## config.mk

```make
export PLATFORM = sky130hd
export DESIGN_NAME = vpa_fit
export DESIGN_NICKNAME = d
export VERILOG_FILES = /design/src/vpa_pkg.sv /design/src/vpa_fit.sv
export SDC_FILE = /design/constraint.sdc
export NUM_CORES = 1
export LEC_CHECK = 0
export BUFFER_PORTS_ARGS = -buffer_cell sky130_fd_sc_hd__clkbuf_2
export CORE_MARGIN = 3
export CORE_UTILIZATION = 45
export DETAILED_ROUTE_END_ITERATION = 12
export PLACE_DENSITY = 0.73
export SETUP_SLACK_MARGIN = 0.15
export SLEW_MARGIN = 10
export SYNTH_ARGS = -nofsm -noshare
export SYNTH_HDL_FRONTEND = slang
export SYNTH_SLANG_ARGS = --single-unit
export TNS_END_PERCENT = 1
```

## constraint.sdc

```tcl
create_clock -name clk -period 10.4 [get_ports clk]
set_input_delay 1.04 -clock clk [delete_from_list [all_inputs] [get_ports clk]]
set_output_delay 1.04 -clock clk [all_outputs]
set_load 0.1 [all_outputs]
```

## src/vpa_pkg.sv

```systemverilog
// shared types, constants and codes of the variable partition allocator
package vpa_pkg;

    localparam int TABLE_ENTRIES = 64;
    localparam int ARENA_BYTES   = 4096;
    localparam int ADDR_W        = 32;
    localparam int LEN_W         = ADDR_W + 1;
    localparam int IDX_W         = $clog2(TABLE_ENTRIES);
    localparam int CNT_W         = $clog2(TABLE_ENTRIES + 1);

    localparam logic [ADDR_W-1:0] ADDR_MASK  = {ADDR_W{1'b1}};
    localparam logic [ADDR_W-1:0] ARENA_SIZE = ADDR_W'(ARENA_BYTES);

    // opcodes
    localparam logic [1:0] OP_ALLOC = 2'd0;
    localparam logic [1:0] OP_FREE  = 2'd1;
    localparam logic [1:0] OP_CLEAR = 2'd2;

    // placement rules
    localparam logic [1:0] FIT_BEST  = 2'd0;
    localparam logic [1:0] FIT_FIRST = 2'd1;
    localparam logic [1:0] FIT_WORST = 2'd2;

    // status codes
    localparam logic [2:0] ST_OK      = 3'd0;
    localparam logic [2:0] ST_ZERO    = 3'd1;
    localparam logic [2:0] ST_FULL    = 3'd2;
    localparam logic [2:0] ST_UNKNOWN = 3'd3;
    localparam logic [2:0] ST_ALREADY = 3'd4;
    localparam logic [2:0] ST_SPACE   = 3'd5;

    typedef struct packed {
        logic [1:0]  opcode;
        logic [31:0] req_size;
        logic [1:0]  fit_policy;
        logic [31:0] free_address;
    } req_t;

    typedef struct packed {
        logic [2:0]  status;
        logic [31:0] block_address;
        logic [31:0] block_size;
    } rsp_t;

    typedef struct packed {
        logic [ADDR_W-1:0] base;
        logic [LEN_W-1:0]  len;
        logic              is_free;
    } entry_t;

    // control from the sequencer to the fit unit
    typedef struct packed {
        logic              clear;
        logic              find_addr;
        logic [1:0]        policy;
        logic [31:0]       size;
        logic [ADDR_W-1:0] addr;
    } fit_ctl_t;

    // selection held by the fit unit
    typedef struct packed {
        logic             found;
        logic [IDX_W-1:0] idx;
        entry_t           sel;
        entry_t           prev;
    } fit_res_t;

endpackage

```

## src/vpa_fit.sv

```systemverilog
// compare unit that picks a block by fit rule or finds a block by its base
module vpa_fit (
    input  logic                        clk,
    input  logic                        rst_n,
    input  vpa_pkg::fit_ctl_t           ctl,
    input  logic                        ent_valid,
    input  logic [vpa_pkg::IDX_W-1:0]   ent_idx,
    input  vpa_pkg::entry_t             ent,
    output vpa_pkg::fit_res_t           res
);

    logic              found_reg;
    logic [vpa_pkg::IDX_W-1:0] idx_reg;
    vpa_pkg::entry_t   sel_reg;
    vpa_pkg::entry_t   prev_reg;
    vpa_pkg::entry_t   last_reg;
    logic              qual;
    logic              better;
    logic              take;

    // does this entry qualify, and does it beat the current pick
    always_comb
    begin
        if (ctl.find_addr)
        begin
            qual = (ent.base == ctl.addr);
        end
        else
        begin
            qual = ent.is_free && (ent.len >= {1'b0, ctl.size});
        end
        if (!found_reg)
        begin
            better = 1'b1;
        end
        else if (ctl.find_addr || ctl.policy == vpa_pkg::FIT_FIRST)
        begin
            better = 1'b0;
        end
        else if (ctl.policy == vpa_pkg::FIT_WORST)
        begin
            better = ent.len > sel_reg.len;
        end
        else
        begin
            better = ent.len < sel_reg.len;
        end
        take = ent_valid && qual && better;
    end

    // selection registers
    always_ff @(posedge clk or negedge rst_n)
    begin
        if (!rst_n)
        begin
            found_reg <= 1'b0;
        end
        else if (ctl.clear)
        begin
            found_reg <= 1'b0;
        end
        else if (take)
        begin
            found_reg <= 1'b1;
        end
    end

    always_ff @(posedge clk)
    begin
        if (take)
        begin
            idx_reg  <= ent_idx;
            sel_reg  <= ent;
            prev_reg <= last_reg;
        end
        if (ent_valid)
        begin
            last_reg <= ent;
        end
    end

    assign res.found = found_reg;
    assign res.idx   = idx_reg;
    assign res.sel   = sel_reg;
    assign res.prev  = prev_reg;

endmodule

```

# After elaboration in Yosys (flattened, before gate mapping)
# Index checks and enable logic that the tools add are counted.
# word_totals
regBits	205
input_bits	143
output_inout_bits	139
wordCells	28
# classes
n_lt_le_gt_ge	3
eq_ne	3
muxes	6
reduce_logical	5
# op_table
operator	count
33-bit by 32-bit greater-or-equal comparator with 1-bit output	1
33-bit greater-than comparator	1
33-bit less-than comparator	1
32-bit == test	1
1-bit two-way mux	6
1-bit logical AND	3
2-bit by 1-bit == test with 1-bit output (second input constant)	1
2-bit == test (second input constant)	1
2-bit nonzero test	1
1-bit logical OR	1

# Logic depth before layout (Yosys ltp)
# logic_depth
ltp_word	7
ltp_mapped	8

# Worst setup path before layout
# OpenSTA, ideal clock, no wires.
# synth_timing
path_type	flip-flop to flip-flop
startpoint	reg sel_reg, in the netlist res[90]
endpoint	reg idx_reg[0] (netlist name), enable pin
arrival_ps	9857
required_time_ps	9690
slack_ps	-168
path_stages_with_launch	8
cell_sequence	edfxtp_1 -> inv_1 -> ha_1 -> and4_1 -> nand4bb_1 -> or4_1 -> and4_4 -> nor4_2
# synth_via
elab_chain_len	5
elab_cells_between_ends	6
classes_between	order compare (2); mux (3); reduce/logical (1)
# synth_lines
element	line_no	rtl
start: declaration	vpa_fit.sv:14	vpa_pkg::entry_t sel_reg;
start signal: assignment	vpa_fit.sv:73	sel_reg <= ent;
33-bit less-than comparator / 33-bit greater-than comparator (equally long branches)	vpa_fit.sv:46, vpa_fit.sv:42	
1-bit two-way mux (*)	vpa_fit.sv:40	else if (ctl.policy == vpa_pkg::FIT_WORST)
1-bit two-way mux (*)	vpa_fit.sv:36	else if (ctl.find_addr || ctl.policy == vpa_pkg::FIT_FIRST)
1-bit two-way mux (*)	vpa_fit.sv:32	if (!found_reg)
1-bit logical AND (*)	vpa_fit.sv:48	take = ent_valid && qual && better;
named net take	vpa_fit.sv:19	logic take;
end signal: assignment	vpa_fit.sv:72	idx_reg <= ent_idx;
end: declaration	vpa_fit.sv:13	logic [vpa_pkg::IDX_W-1:0] idx_reg;
# The timed path passes the listed nets; every way through them passes the cells marked *.
# A chain may end at the register's enable or synchronous reset.

# Worst setup path in the final report
# layout_timing
startpoint	in ent[5] (netlist name)
endpoint	reg idx_reg[4] (netlist name), enable pin
# layout_via
elab_chain_len	5
elab_cells_between_ends	10
classes_between	order compare (3); mux (4); reduce/logical (3)
# layout_lines
element	line_no	rtl
start: declaration	vpa_fit.sv:8	input vpa_pkg::entry_t ent,
33-bit less-than comparator, or another cell as far along	vpa_fit.sv:46	better = ent.len < sel_reg.len;
1-bit two-way mux / 1-bit logical AND (equally long branches)	vpa_fit.sv:40, vpa_fit.sv:30	
1-bit two-way mux, on equally long branches	vpa_fit.sv:36, vpa_fit.sv:24	
1-bit two-way mux / 1-bit logical AND (equally long branches)	vpa_fit.sv:32, vpa_fit.sv:48	
1-bit logical AND (*)	vpa_fit.sv:48	
named net take	vpa_fit.sv:19	
# Marks and branches as above.

==> results.json <==
{
  "htreeDepth": 1,
  "antenna_found_initial": 0,
  "numCtsBuffers": 22,
  "io_pins": 282,
  "num_antenna_cells": 0,
  "crit_path_start_kind": "primary input",
  "yosys.area.top_type": "edfxtp_1",
  "hold_class": "primary input to async pin",
  "io_buffer_count": 281,
  "reg2reg_to": "idx_reg[4]$_DFFE_PP_",
  "grt.busiest_layer": "met2",
  "rrSetupSlack_ns": 6.87,
  "tightestPinTransition_ns": 0.9390,
  "nets": 1002,
  "fin_crit_sh_pct": 36.43,
  "worstPathCellList": "clkbuf_2 -> ha_1 -> and4_1 -> and3b_2 -> a2111oi_0 -> or4_1 -> a31oi_1 -> nor4_4 -> buf_4",
  "die_x_um": 141.3,
  "drt_iter0_drc": 256,
  "cts_root_buffer": "clkbuf_16",
  "track_usage_pct": 18.64,
  "status": "completed",
  "synth_edf_count": 204,
  "fin_crit_ns": 3.789,
  "r2r_start": "res[71]$_DFFE_PP_",
  "finalSetupTns_ns": 0,
  "yosysWarnings": 0,
  "cp_slowest_cell": "buf_4",
  "first_global_vias": 5461,
  "cp_slowest_stage_delay_ns": 0.73,
  "cp.required_ns": 10.50,
  "placed_area_mm2": 0.009946,
  "dp_hpwl_mm": 14.53,
  "power.leakage_nw": 4.639,
  "crit_path_end_kind": "flop",
  "final_layout_size_suffix_gt1_share_pct": 40.05,
  "fp.dieH_um": 141.3,
  "use_met2_pct": 32.81,
  "rsz0062_at_grt": "no",
  "coreArea_mm2": 0.01760,
  "insertion_delay_ns": 0.48,
  "area_growth_syn_to_layout_pct": 30.32,
  "post_cts_resized": 0,
  "max-vdd-ir-drop_v": 0.0002098,
  "cts_tree": "yes",
  "postCtsHoldBufs": 0,
  "design_area_mm2": 0.01073,
  "grt_max_degree": 73,
  "globalplace.congestion": 0.8777,
  "postRouteAntennaNets": 0,
  "drc": 0,
  "synth_seq_area_share_pct": 74.72,
  "synthArstFlopShare_pct": 0.4878,
  "layout_common_cells": "clkbuf_2, edfxtp_1, inv_1, ha_1, xnor2_1",
  "synth_area_per_cell_um2": 16.90,
  "final_core_utilization_pct": 60.96,
  "drv_slew": 0,
  "netlist_top_cells_area": "edfxtp_1, ha_1, xnor2_1, inv_1, a21oi_1",
  "hold_viol": 0,
  "path_max_fanout": 72,
  "power_density_mw_per_mm2": 190.4,
  "dieArea_mm2": 0.01995,
  "vias_per_cell": 4.974,
  "grt_pass1_wl_mm": 29.35,
  "synth_area_mm2": 0.008232,
  "first_pass_iters": 4,
  "final_common_cell": "clkbuf_2",
  "wl_per_cell_um": 18.45,
  "synth_fp_nets": 695,
  "report.power.total_w": 0.002043,
  "postCtsSetupRepairBufs": 0,
  "met3_usage_pct": 4.314,
  "synth_flop_cell": "edfxtp_1",
  "overflow": 0,
  "wl_mm": 19.08,
  "synthCells": 487,
  "maxSlewHeadroom_pct": 37.40,
  "vias": 5143,
  "largest_register_ffs": 132,
  "globalRouteMet1Util_pct": 23.31,
  "yosysTopAreaCellShare_pct": 74.42,
  "finalSetupViolCount": 0,
  "synth.distinct_cells": 35,
  "critical_path_arrival_ns": 3.89,
  "drv_cap": 0,
  "r2r_cells": 9,
  "max_freq_mhz": 263.9,
  "skew_ns": 0.01107,
  "cts.path.max_buffers": 3,
  "rows": 48,
  "ys_ff_latch": 205,
  "cts.sinks": 205,
  "clkTransAtPathRegs_ns": 0.06,
  "start_util_pct": 46.78,
  "critPathKind": "primary input to flop",
  "worstSetupStartpoint": "ent[5]"
}
critical path, delay by kind of cell:
family	cells	cell delay, ns
simple gates	4	0.96
buf+inv	2	0.85
compound gates	2	0.62
fa+ha+maj	1	0.33
per-stage QoR:
step	worst slack, ns	hold WS, ns	instances
floorplan	3.102	0.4003	487
global placement	6.130	0.4001	995
detailed placement	6.051	0.4045	995
CTS	6.561	0.2928	1034
global route	6.265	0.2953	1034
finish	6.611	0.3194	1034
cell type report:
type | instances | area, µm²
repair buffers | 284 | 1431
clock inverters | 14 | 198.9
inverters | 65 | 244.0
flip-flops and latches | 205 | 6151
fillers | 1337 | 6869
multi-input cells | 216 | 1838
well taps | 225 | 281.5
clock buffers | 25 | 583.1
metal layers:
layer | up-vias | part of all wire [%]
met3 | 29 | 7.7
li1 | 2460 | -
met5 | - | 0
met2 | 212 | 50
met4 | 0 | 2.0
met1 | 2442 | 40
report_power, final:
group | total [W] | switching (W) | leakage, nW | internal [W]
Clock | 0.000826 | 0.000300 | 0.373 | 0.000526
Sequential | 0.000967 | 0.0000114 | 1.92 | 0.000956
Combinational | 0.000250 | 0.000189 | 2.34 | 0.0000610
synth_stat cells, types with 4 or more instances:
cell type,count
a211oi_1,4
a21o_1,7
a21oi_1,24
and4_1,5
edfxtp_1,204
ha_1,65
inv_1,65
nand2_1,14
nand3_1,4
nand4_1,18
nor2_1,4
o21ai_0,9
xnor2_1,32
cells by family (layout without fill, tap and decap cells):
kind of cell,count (synthesis),in the layout,share of synthesized area [%]
flip-flops,205,205,74.72
adder cells (fa/ha/maj),65,65,9.880
buffers and inverters,66,388,3.055
AND/OR/NAND/NOR,59,59,4.301
XOR/XNOR,33,33,3.511
AO/OA/AOI/OAI,59,59,4.530
how the worst max path moves through the flow:
stage | endpoint | cells past startpoint
floorplan | idx_reg[0]$_DFFE_PP_ | 7
global placement | idx_reg[1]$_DFFE_PP_ | 9
detailed placement | res[61]$_DFFE_PP_ | 9
CTS | res[129]$_DFFE_PP_ | 9
global route | res[63]$_DFFE_PP_ | 9
finish | idx_reg[4]$_DFFE_PP_ | 9
Power figures use the tool's default switching activity.
